[src/rtl/sfr_pkg.sv]
package sfr_pkg;

  localparam int CharW = 7;
  localparam int ShiftW = 8;
  localparam int CntW = 3;

  localparam logic [CharW-1:0] SUBST_CHAR = 7'd48;
  localparam logic [CharW-1:0] SYNC_RESET = 7'd22;
  localparam logic [CharW-1:0] END_RESET = 7'd10;
  localparam logic [CntW-1:0] LAST_BIT = 3'd7;

  localparam logic CFG_SYNC_CHAR = 1'b0;
  localparam logic CFG_END_CHAR = 1'b1;

  typedef struct packed {
    logic [CharW-1:0] ch;
    logic             perr;
  } char_t;

  typedef struct packed {
    logic [CharW-1:0] data_char;
    logic             parity_error;
    logic             frame_last;
  } result_t;

  typedef struct packed {
    logic push;
    logic pop;
    logic full;
    logic empty;
  } q_ctl_t;

endpackage

[src/rtl/sfr_front.sv]
module sfr_front (
  input  logic          clk,
  input  logic          rst_n,
  input  logic          in_push,
  input  logic          in_line_bit,
  output logic          in_full,
  input  logic          cq_full,
  output logic          cq_push,
  output sfr_pkg::char_t cq_wdata
);
  import sfr_pkg::*;

  logic [ShiftW-1:0] bit_shift_r, bit_shift_nxt;
  logic [CntW-1:0]   bit_count_r, bit_count_nxt;
  logic [ShiftW-1:0] shifted;
  logic              accept;
  logic              perr;

  assign in_full = (bit_count_r == LAST_BIT) && cq_full;
  assign accept = in_push && !in_full;
  assign shifted = {in_line_bit, bit_shift_r[ShiftW-1:1]};
  // odd parity passes when the xor of all eight bits is one
  assign perr = ~(^shifted);

  assign cq_push = accept && (bit_count_r == LAST_BIT);
  assign cq_wdata.perr = perr;
  assign cq_wdata.ch = perr ? SUBST_CHAR : shifted[CharW-1:0];

  always_comb begin
    bit_shift_nxt = bit_shift_r;
    bit_count_nxt = bit_count_r;
    if (accept) begin
      if (bit_count_r == LAST_BIT) begin
        bit_shift_nxt = '0;
        bit_count_nxt = '0;
      end else begin
        bit_shift_nxt = shifted;
        bit_count_nxt = bit_count_r + 3'd1;
      end
    end
  end

  always_ff @(posedge clk) begin
    if (!rst_n) begin
      bit_shift_r <= '0;
      bit_count_r <= '0;
    end else begin
      bit_shift_r <= bit_shift_nxt;
      bit_count_r <= bit_count_nxt;
    end
  end

endmodule

[src/rtl/sfr_char_q.sv]
module sfr_char_q (
  input  logic           clk,
  input  logic           rst_n,
  input  logic           push,
  input  sfr_pkg::char_t wdata,
  input  logic           pop,
  output sfr_pkg::char_t rdata,
  output logic           full,
  output logic           empty
);
  import sfr_pkg::*;

  char_t      mem_r [2];
  logic       wr_ptr_r, wr_ptr_nxt;
  logic       rd_ptr_r, rd_ptr_nxt;
  logic [1:0] count_r, count_nxt;
  logic       do_push, do_pop;

  assign full = count_r == 2'd2;
  assign empty = count_r == 2'd0;
  assign do_push = push && !full;
  assign do_pop = pop && !empty;
  assign rdata = mem_r[rd_ptr_r];

  always_comb begin
    wr_ptr_nxt = do_push ? ~wr_ptr_r : wr_ptr_r;
    rd_ptr_nxt = do_pop ? ~rd_ptr_r : rd_ptr_r;
    count_nxt = count_r;
    if (do_push && !do_pop) begin
      count_nxt = count_r + 2'd1;
    end else if (do_pop && !do_push) begin
      count_nxt = count_r - 2'd1;
    end
  end

  always_ff @(posedge clk) begin
    if (do_push) begin
      mem_r[wr_ptr_r] <= wdata;
    end
    if (!rst_n) begin
      wr_ptr_r <= 1'b0;
      rd_ptr_r <= 1'b0;
      count_r <= '0;
    end else begin
      wr_ptr_r <= wr_ptr_nxt;
      rd_ptr_r <= rd_ptr_nxt;
      count_r <= count_nxt;
    end
  end

endmodule

[src/rtl/sfr_back.sv]
module sfr_back (
  input  logic                        clk,
  input  logic                        rst_n,
  input  logic                        cfg_we,
  input  logic                        cfg_index,
  input  logic [sfr_pkg::CharW-1:0]   cfg_wdata,
  input  logic                        cq_empty,
  input  sfr_pkg::char_t              cq_rdata,
  output logic                        cq_pop,
  input  logic                        out_pop,
  output logic                        out_empty,
  output logic [sfr_pkg::CharW-1:0]   out_data_char,
  output logic                        out_parity_error,
  output logic                        out_frame_last
);
  import sfr_pkg::*;

  typedef enum logic [1:0] {
    PH_SYNC1,
    PH_SYNC2,
    PH_LEN,
    PH_DATA
  } phase_t;

  phase_t           phase_r, phase_nxt;
  logic [CharW-1:0] remain_r, remain_nxt;
  logic [CharW-1:0] sync_char_r, end_char_r;
  logic [CharW-1:0] remain_dec;

  result_t    oq_mem_r [2];
  result_t    res;
  logic       res_push;
  q_ctl_t     oq;
  logic       oq_wr_r, oq_rd_r;
  logic [1:0] oq_cnt_r, oq_cnt_nxt;

  assign oq.full = oq_cnt_r == 2'd2;
  assign oq.empty = oq_cnt_r == 2'd0;
  assign oq.push = res_push;
  assign oq.pop = out_pop && !oq.empty;

  assign cq_pop = !cq_empty && !oq.full;
  assign remain_dec = remain_r - 7'd1;

  always_comb begin
    phase_nxt = phase_r;
    remain_nxt = remain_r;
    res_push = 1'b0;
    res.data_char = cq_rdata.ch;
    res.parity_error = cq_rdata.perr;
    res.frame_last = remain_dec == '0;
    if (cq_pop) begin
      unique case (phase_r)
        PH_SYNC1: begin
          phase_nxt = (cq_rdata.ch == sync_char_r) ? PH_SYNC2 : PH_SYNC1;
        end
        PH_SYNC2: begin
          phase_nxt = (cq_rdata.ch == sync_char_r) ? PH_LEN : PH_SYNC1;
        end
        PH_LEN: begin
          remain_nxt = cq_rdata.ch;
          phase_nxt = (cq_rdata.ch == '0) ? PH_SYNC1 : PH_DATA;
        end
        PH_DATA: begin
          if (cq_rdata.ch == end_char_r || remain_r == '0) begin
            remain_nxt = '0;
            phase_nxt = PH_SYNC1;
          end else begin
            remain_nxt = remain_dec;
            res_push = 1'b1;
            if (remain_dec == '0) begin
              phase_nxt = PH_SYNC1;
            end
          end
        end
        default: phase_nxt = PH_SYNC1;
      endcase
    end
  end

  always_comb begin
    oq_cnt_nxt = oq_cnt_r;
    if (oq.push && !oq.pop) begin
      oq_cnt_nxt = oq_cnt_r + 2'd1;
    end else if (oq.pop && !oq.push) begin
      oq_cnt_nxt = oq_cnt_r - 2'd1;
    end
  end

  assign out_empty = oq.empty;
  assign out_data_char = oq_mem_r[oq_rd_r].data_char;
  assign out_parity_error = oq_mem_r[oq_rd_r].parity_error;
  assign out_frame_last = oq_mem_r[oq_rd_r].frame_last;

  always_ff @(posedge clk) begin
    if (oq.push) begin
      oq_mem_r[oq_wr_r] <= res;
    end
    if (!rst_n) begin
      phase_r <= PH_SYNC1;
      remain_r <= '0;
      sync_char_r <= SYNC_RESET;
      end_char_r <= END_RESET;
      oq_wr_r <= 1'b0;
      oq_rd_r <= 1'b0;
      oq_cnt_r <= '0;
    end else begin
      phase_r <= phase_nxt;
      remain_r <= remain_nxt;
      if (cfg_we) begin
        unique case (cfg_index)
          CFG_SYNC_CHAR: sync_char_r <= cfg_wdata;
          CFG_END_CHAR:  end_char_r <= cfg_wdata;
          default: ;
        endcase
      end
      if (oq.push) begin
        oq_wr_r <= ~oq_wr_r;
      end
      if (oq.pop) begin
        oq_rd_r <= ~oq_rd_r;
      end
      oq_cnt_r <= oq_cnt_nxt;
    end
  end

endmodule

[src/rtl/sync_frame_receiver_odd_parity_core.sv]
// Serial character deframer: takes one line bit per cycle on in_push/in_full, assembles
// eight bits (first bit received as the lsb) into a character, checks odd parity, then
// hunts for two sync characters, a length and up to that many data characters, each data
// word appearing on the out_ side as a queue entry. A bit is taken every cycle while
// in_full is low; in_full rises only on the eighth bit of a character while the two-entry
// character queue between the bit assembler and the frame sequencer is full. That queue
// fills only after the two-entry result queue has stayed full with out_pop low, and in_full
// falls once the next pop frees a result entry and the sequencer then pops that queue.
// A data word reaches out_ through the character and result queue registers and can
// be popped once shown there. cfg_index 0 writes the sync character, 1 the end character.
module sync_frame_receiver_odd_parity_core (
  input  logic                      clk,
  input  logic                      rst_n,
  input  logic                      in_push,
  input  logic                      in_line_bit,
  output logic                      in_full,
  input  logic                      out_pop,
  output logic                      out_empty,
  output logic [sfr_pkg::CharW-1:0] out_data_char,
  output logic                      out_parity_error,
  output logic                      out_frame_last,
  input  logic                      cfg_we,
  input  logic                      cfg_index,
  input  logic [sfr_pkg::CharW-1:0] cfg_wdata
);
  import sfr_pkg::*;

  char_t cq_wdata, cq_rdata;
  logic  cq_push, cq_pop, cq_full, cq_empty;

  sfr_front u_front (
    .clk        (clk),
    .rst_n      (rst_n),
    .in_push    (in_push),
    .in_line_bit(in_line_bit),
    .in_full    (in_full),
    .cq_full    (cq_full),
    .cq_push    (cq_push),
    .cq_wdata   (cq_wdata)
  );

  sfr_char_q u_char_q (
    .clk  (clk),
    .rst_n(rst_n),
    .push (cq_push),
    .wdata(cq_wdata),
    .pop  (cq_pop),
    .rdata(cq_rdata),
    .full (cq_full),
    .empty(cq_empty)
  );

  sfr_back u_back (
    .clk             (clk),
    .rst_n           (rst_n),
    .cfg_we          (cfg_we),
    .cfg_index       (cfg_index),
    .cfg_wdata       (cfg_wdata),
    .cq_empty        (cq_empty),
    .cq_rdata        (cq_rdata),
    .cq_pop          (cq_pop),
    .out_pop         (out_pop),
    .out_empty       (out_empty),
    .out_data_char   (out_data_char),
    .out_parity_error(out_parity_error),
    .out_frame_last  (out_frame_last)
  );

endmodule

[config.mk]
export PLATFORM = sky130hd
export DESIGN_NAME = sync_frame_receiver_odd_parity_core
export DESIGN_NICKNAME = d
export VERILOG_FILES = /design/src/rtl/sfr_pkg.sv /design/src/rtl/sfr_front.sv /design/src/rtl/sfr_char_q.sv /design/src/rtl/sfr_back.sv /design/src/rtl/sync_frame_receiver_odd_parity_core.sv
export SDC_FILE = /design/constraint.sdc
export NUM_CORES = 1
export LEC_CHECK = 0
export ABC_AREA = 1
export BUFFER_PORTS_ARGS = -buffer_cell sky130_fd_sc_hd__buf_2
export CORE_MARGIN = 5
export CORE_UTILIZATION = 35
export DETAILED_ROUTE_END_ITERATION = 16
export PLACE_DENSITY = 0.48
export SKIP_LAST_GASP = 1
export SYNTH_ARGS = -nofsm -noshare
export SYNTH_HDL_FRONTEND = slang
export SYNTH_SLANG_ARGS = --single-unit
[constraint.sdc]
create_clock -name clk -period 5.5 [get_ports clk]
set_clock_uncertainty 0.2 [all_clocks]
set_input_delay 0.825 -clock clk [delete_from_list [all_inputs] [get_ports clk]]
set_output_delay 0.825 -clock clk [all_outputs]
set_load 0.01 [all_outputs]
======== Word-level counts from Yosys, hierarchy flattened ========
Memories as Yosys holds them, arrays and structs flattened. A register that Yosys moved wholly into a read port is not among the register bits.
Index checks and enable logic that the tools add are counted.
storage, ports and cells
  RAM bits ................................ 34
  bits of input ports ..................... 14
  word-level logic and storage cells ...... 96
  memories ................................ 2
  bits in read-only memories .............. 0
  bits in latches ......................... 0
  output and inout port bits .............. 11
  register bits ........................... 42
memories
  name             words  bits a word  rd ports  clocked after Yosys merged registers in  write ports  line              text
  u_back.oq_mem_r  2      9            1         1                                        1            sfr_back.sv:30    result_t oq_mem_r [2];
  u_char_q.mem_r   2      8            1         1                                        1            sfr_char_q.sv:13  char_t mem_r [2];
cells by class
  bitwise gates (word level) .............. 6
  $mul .................................... 0
  reduce and logical (&&, ||, !) cells .... 35
  div/mod/pow operators ................... 0
  magnitude comparators ................... 0
  equal/unequal tests ..................... 9
  add/subtract/negate cells ............... 6
  muxes and demuxes ....................... 26
  shift-type cells ........................ 0
operators by type and width
  kind                                                                     number
  7-bit zero test                                                          3
  2-bit two-way mux                                                        8
  7-bit equality test                                                      2
  7-bit two-way mux                                                        2
  7-bit one-hot mux with 2 select lines                                    1
  1-bit two-way mux                                                        12
  1-bit logical AND                                                        11
  1-bit zero test                                                          9
  2-bit equality test, second input constant                               4
  8-bit two-way mux                                                        1
  2-bit one-hot mux with 4 select lines                                    1
  2-bit AND reduction                                                      4
  8-bit parity                                                             1
  7-bit by 1-bit subtractor with 7-bit output, second input constant       1
  2-bit zero test                                                          3
  1-bit inverter                                                           6
  2-bit nonzero test                                                       3
  2-bit by 1-bit adder with 2-bit output, second input constant            2
  2-bit by 1-bit subtractor with 2-bit output, second input constant       2
  3-bit by 1-bit adder with 3-bit output, second input constant            1
  3-bit equality test, second input constant                               1
  3-bit two-way mux                                                        1
  3-bit by 1-bit inequality test with 1-bit output, second input constant  1
  2-bit by 1-bit equality test with 1-bit output, second input constant    1
  1-bit logical OR                                                         1

======== Logic depth before layout (Yosys ltp) ========
  word-level depth ........................ 10
  mapped depth ............................ 16

======== Hierarchy ========
Synthesis repeated with hierarchy kept, for this count alone.
unflattened totals
  cell total of the unflattened synthesis .. 455
  area total of the unflattened synthesis .. 3831.2 µm²
by module, submodules not included
  module      cells each  area each (µm²)  times used
  sfr_back    278         2324.7           1
  sfr_char_q  63          830.8            1
  sfr_front   114         675.6            1

======== Worst setup path before layout ========
OpenSTA, ideal clock, no wires.
  kind .................................... flip-flop to flip-flop
  from .................................... register u_back.remain_r[0]
  to ...................................... memory u_back.oq_mem_r[0][0] (netlist name), enable pin
  cell stages (with the launch flop) ...... 8
  arrival time ............................ 1.845 ns
  buffers on the path ..................... 0
  slack ................................... 3.081 ns
  library setup time ...................... 0.374 ns
  cells stage by stage .................... dfxtp_1 > inv_1 > ha_1 > nand3_1 > nor2_1 > nor3_2 > nand3_2 > nor2_1
on the way
  word-level cells in the longest chain between the ends .. 7
RTL lines
  item                                     line             text
  start: declaration                       sfr_back.sv:26   logic [CharW-1:0] remain_r, remain_nxt;
  start signal: assignment                 sfr_back.sv:109  remain_r <= remain_nxt;
  7-bit zero test                          sfr_back.sv:65   if (cq_rdata.ch == end_char_r || remain_r == '0) begin
  1-bit logical OR                         sfr_back.sv:65
  1-bit two-way mux                        sfr_back.sv:65
  1-bit two-way mux                        sfr_back.sv:53   unique case (phase_r)
  1-bit two-way mux                        sfr_back.sv:52   if (cq_pop) begin
  1-bit two-way mux                        sfr_back.sv:96   if (oq.push) begin
  1-bit two-way mux (implied by the code)  sfr_back.sv:97   oq_mem_r[oq_wr_r] <= res;
  end: declaration                         sfr_back.sv:30
Every way passes these cells.

======== Worst setup path in the final report ========
  from .................................... register u_front.bit_count_r[0]
  to ...................................... register u_char_q.count_r[1]
on the way
  word-level cells in the longest chain between the ends .. 9
RTL lines
  item                                 line                              text
  start: declaration                   sfr_front.sv:14                   logic [CntW-1:0] bit_count_r, bit_count_nxt;
  start signal: assignment             sfr_front.sv:49                   bit_count_r <= bit_count_nxt;
  3-bit equality test (*)              sfr_front.sv:19, sfr_front.sv:25
  1-bit logical AND                    sfr_front.sv:19                   assign in_full = (bit_count_r == LAST_BIT) && cq_full;
  1-bit zero test                      sfr_front.sv:20                   assign accept = in_push && !in_full;
  1-bit logical AND                    sfr_front.sv:20
  1-bit logical AND (*)                sfr_front.sv:25                   assign cq_push = accept && (bit_count_r == LAST_BIT);
  1-bit logical AND (*)                sfr_char_q.sv:21                  assign do_push = push && !full;
  1-bit zero test                      sfr_char_q.sv:31                  end else if (do_pop && !do_push) begin
  1-bit logical AND                    sfr_char_q.sv:31
  2-bit nonzero test (no source line)  -
  end signal: assignment               sfr_char_q.sv:47                  count_r <= count_nxt;
  end: declaration                     sfr_char_q.sv:16                  logic [1:0] count_r, count_nxt;
Mark *: on every way between the ends. The rest lies on a longest branch, timed or not.
A chain may end at the register's enable or synchronous reset.

==> impl_results.rst <==
.. list-table::
   :header-rows: 1

   * - Metric
     - Value
   * - Clock buffers created by TritonCTS
     - 9
   * - Initial Util
     - 35.57%
   * - Minimum clock period after layout
     - 2.914 ns
   * - Final instance count without filler cells
     - 595
   * - Length in cells of the worst reg-to-reg path
     - 10
   * - Startpoint class of the critical path
     - register
   * - Clock tree sinks
     - 77
   * - Pins Over Slew Limit
     - 0
   * - Vias per cell
     - 4.664
   * - Pre-Repair DR Iteration Count
     - 4
   * - Unrepaired setup endpoints after global routing
     - false
   * - Detailed-routed wire length on met2
     - 3.713 mm
   * - Reg-to-reg critical path startpoint
     - u_front.bit_count_r[0]$_SDFFE_PN0P_
   * - Final routed wire length divided by cell count
     - 13.35 um
   * - Io pins
     - 25
   * - Transition time of the tightest slew-check pin
     - 1.119 ns
   * - Sequential-to-total area share from yosys stat
     - 51.47%
   * - Worst Path Required
     - 5.53 ns
   * - Most common cell after layout, fill and taps aside
     - sky130_fd_sc_hd__nand2_1
   * - Detailed Route Iter0 Violations
     - 93
   * - CP endpoint kind
     - register
   * - Leakage power total
     - 1.713 nW
   * - Largest net degree at the start of global routing
     - 33
   * - H-tree depth
     - 3
   * - Routed via count
     - 2775
   * - Total setup violations reported at the end of the flow
     - 0
   * - Endpoint of the worst-slack reg-to-reg timing path
     - u_char_q.count_r[1]$_SDFFE_PN0P_
   * - Clock slew at the register clock pins of the worst setup and hold paths
     - 0.08 ns
   * - Total gr overflow
     - 0
   * - Total setup buffers inserted after CTS
     - 0
   * - Fraction of the cycle the final worst path needs
     - 52.98%
   * - Library cells used by synthesis
     - 33
   * - Avg Inst Size Synth
     - 8.562 um2
   * - Uppermost layer routed
     - met4
   * - Final net count
     - 474
   * - Headroom to the max-slew limit
     - 24.63%
   * - Count of yosys warnings during synthesis
     - 0
   * - Filler cell count
     - 1064
   * - Area growth syn-to-layout
     - 12.49%
   * - CTS root buffer
     - sky130_fd_sc_hd__clkbuf_8
   * - Commonest non-fill, non-tap cells in the layout
     - sky130_fd_sc_hd__nand2_1, sky130_fd_sc_hd__inv_1, sky130_fd_sc_hd__dfxtp_1
   * - Synthesized net count
     - 447
   * - Outcome
     - finished clean
   * - Final standard cell area without fillers
     - 4113 um2
   * - Most instantiated flip-flop cell in the synthesis netlist
     - sky130_fd_sc_hd__dfxtp_1
   * - Die span in y
     - 112.2 um
   * - Final cell utilization of the core
     - 40.02%
   * - Peak fanout along the critical path
     - 11
   * - Power per Cell Area
     - 408.4 nW/um2
   * - Reg-to-reg setup timing slack
     - 2.59 ns
   * - Overall die width
     - 112.2 um
   * - Area inside the core boundary
     - 10280 um2
   * - Number of antenna violations at the first check in global routing
     - 0
   * - Share of final-layout standard cells stronger than drive strength 1
     - 16.12%
   * - Wire length of the first global-routing pass
     - 13.12 mm
   * - Met3 wire len
     - 210 um
   * - Row count
     - 37
   * - Maximum capacitance violations
     - 0
   * - Number of hold buffers added after cts
     - 0
   * - Setup CP Type
     - register to register
   * - Count of antenna-violating nets left after detailed routing
     - 0
   * - Clock Latency Late Sink
     - 0.35 ns
   * - Final RePlAce weighted congestion
     - 0.8307
   * - Gr usage total
     - 12.98%
   * - Arrival time of data at the critical path endpoint
     - 2.95 ns
   * - Detailed placer's ending HPWL
     - 5.982 mm
   * - Post_cts resized
     - 0
   * - Ys async rst share
     - 0%
   * - Via count of the first global-routing pass
     - 2668
   * - Fmax
     - 0.3432 GHz
   * - Slowest Stage Delay on Critical Path
     - 0.88 ns
   * - Post-place instance area
     - 3900 um2
   * - Post-synth design cell area
     - 3656 um2
   * - Area of the die
     - 12590 um2
   * - #FFs+latches synth
     - 77
   * - Number of remaining DRC errors
     - 0
   * - Synthesized instance count
     - 427
   * - Crit path to
     - u_char_q.count_r[1]$_SDFFE_PN0P_
   * - Number of cells in the design after placement
     - 579
   * - Total Power
     - 0.001680 W
   * - Peak VDD IR
     - 128.3 uV
   * - Fin Setup TNS
     - 0 ns
   * - TritonCTS clock tree
     - yes
   * - Slowest library cell on the worst path
     - sky130_fd_sc_hd__o21ai_0
   * - Final number of hold-violating endpoints
     - 0
   * - Bufs on Longest Clock Path
     - 2
   * - Path type of the worst min-delay path
     - register to register
   * - CP Launch Point
     - u_front.bit_count_r[0]$_SDFFE_PN0P_
   * - Antenna diode count
     - 0
   * - Worst-path cell chain
     - ha_1 > ha_1 > inv_1 > o21ai_0 > nor2_1 > ha_1 > a21oi_1 > o21ai_0 > o21ai_0 > a21oi_1
   * - Wire length on met1
     - 3.847 mm
   * - # port buffers
     - 24
   * - Number of enable flip-flop cells after synthesis
     - 34
   * - Final wirelength
     - 7.945 mm
[metal layers]
layer,GRT usage [%],vias to the layer above
met5,0,-
met4,5.208,0
met3,2.372,14
met2,21.30,42
met1,16.94,1270
li1,-,1449
[how the worst min path moves through the flow]
stage,from,to,slack [ns],cells past startpoint
floorplan,u_char_q.rd_ptr_r$_SDFFE_PN0P_,register,0.23,1
global placement,u_char_q.rd_ptr_r$_SDFFE_PN0P_,u_char_q.rd_ptr_r$_SDFFE_PN0P_,0.24,1
detailed placement,u_char_q.rd_ptr_r$_SDFFE_PN0P_,u_char_q.rd_ptr_r$_SDFFE_PN0P_,0.25,1
CTS,u_char_q.rd_ptr_r$_SDFFE_PN0P_,u_char_q.rd_ptr_r$_SDFFE_PN0P_,0.26,1
global route,u_char_q.rd_ptr_r$_SDFFE_PN0P_,u_char_q.rd_ptr_r$_SDFFE_PN0P_,0.30,1
finish,u_char_q.rd_ptr_r$_SDFFE_PN0P_,u_char_q.rd_ptr_r$_SDFFE_PN0P_,0.26,1
[final cells by class]
class,instances,area (um2),share of cell area [%]
Clock buffer,9,123.9,3.012
Inverter,55,206.4,5.020
Tap cell,136,170.2,4.138
Multi-Input combinational cell,287,1521,36.99
Clock inverter,7,88.84,2.160
Sequential cell,77,1882,45.76
Timing Repair Buffer,24,120.1,2.921
[registers in the layout (all words and copies together) (netlist names), 2 cells and up, named ones only]
signal / count
u_front.bit_count_r: 3
u_front.bit_shift_r: 7
u_back.oq_mem_r: 18
u_char_q.mem_r: 16
u_back.phase_r: 2
u_back.sync_char_r: 7
u_back.end_char_r: 7
u_back.remain_r: 7
u_char_q.count_r: 2
u_back.oq_cnt_r: 2
[critical path: cells and delay by family, from the launching register on]
kind                       cells  cell delay, ns
buffers and inverters          1            0.07
DFF                            1            0.36
and+or+nand+nor                1            0.19
adders and majority gates      3            0.65
AOI/OAI and AO/OA              5            1.34
[synth_stat cells, drive strengths merged, types with 5 or more instances]
library cell	n	share of area, %
a21oi	38	5.2
ha	6	2.1
o211ai	5	1.0
mux2	9	2.8
nand2	114	13
xnor2	7	1.7
nand3	22	3.5
dfxtp	43	24
edfxtp	34	28
nor2	39	4.3
clkbuf	5	0.51
inv	53	5.4
nand3b	6	1.2
o21ai	29	4.1
[stage by stage]
| step | hold WS [ns] | setup WS (ns) |
|---|---|---|
| after global placement | 0.2375 | 2.583 |
| after floorplan | 0.2255 | 3.081 |
| after global routing | 0.3017 | 2.275 |
| after CTS | 0.2632 | 2.565 |
| after detailed placement | 0.2514 | 2.573 |
| final | 0.2624 | 2.586 |
[kinds of logic after synthesis]
kind of cell             after synthesis  synth area share, %
AND/OR/NAND/NOR                      189                23.72
flip-flops                            77                51.47
AO/OA/AOI/OAI                         73                10.47
buffers and inverters                 63                6.913
XOR/XNOR                              10                2.601
multiplexers                           9                2.772
adder cells (fa/ha/maj)                6                2.053
[power by group]
group	total (W)	internal [W]	switching, W
logic	0.000497	0.000172	0.000324
registers	0.000717	0.000662	0.0000556
clock network	0.000466	0.000253	0.000212
Note: power is estimated with default switching activity, not from simulation.
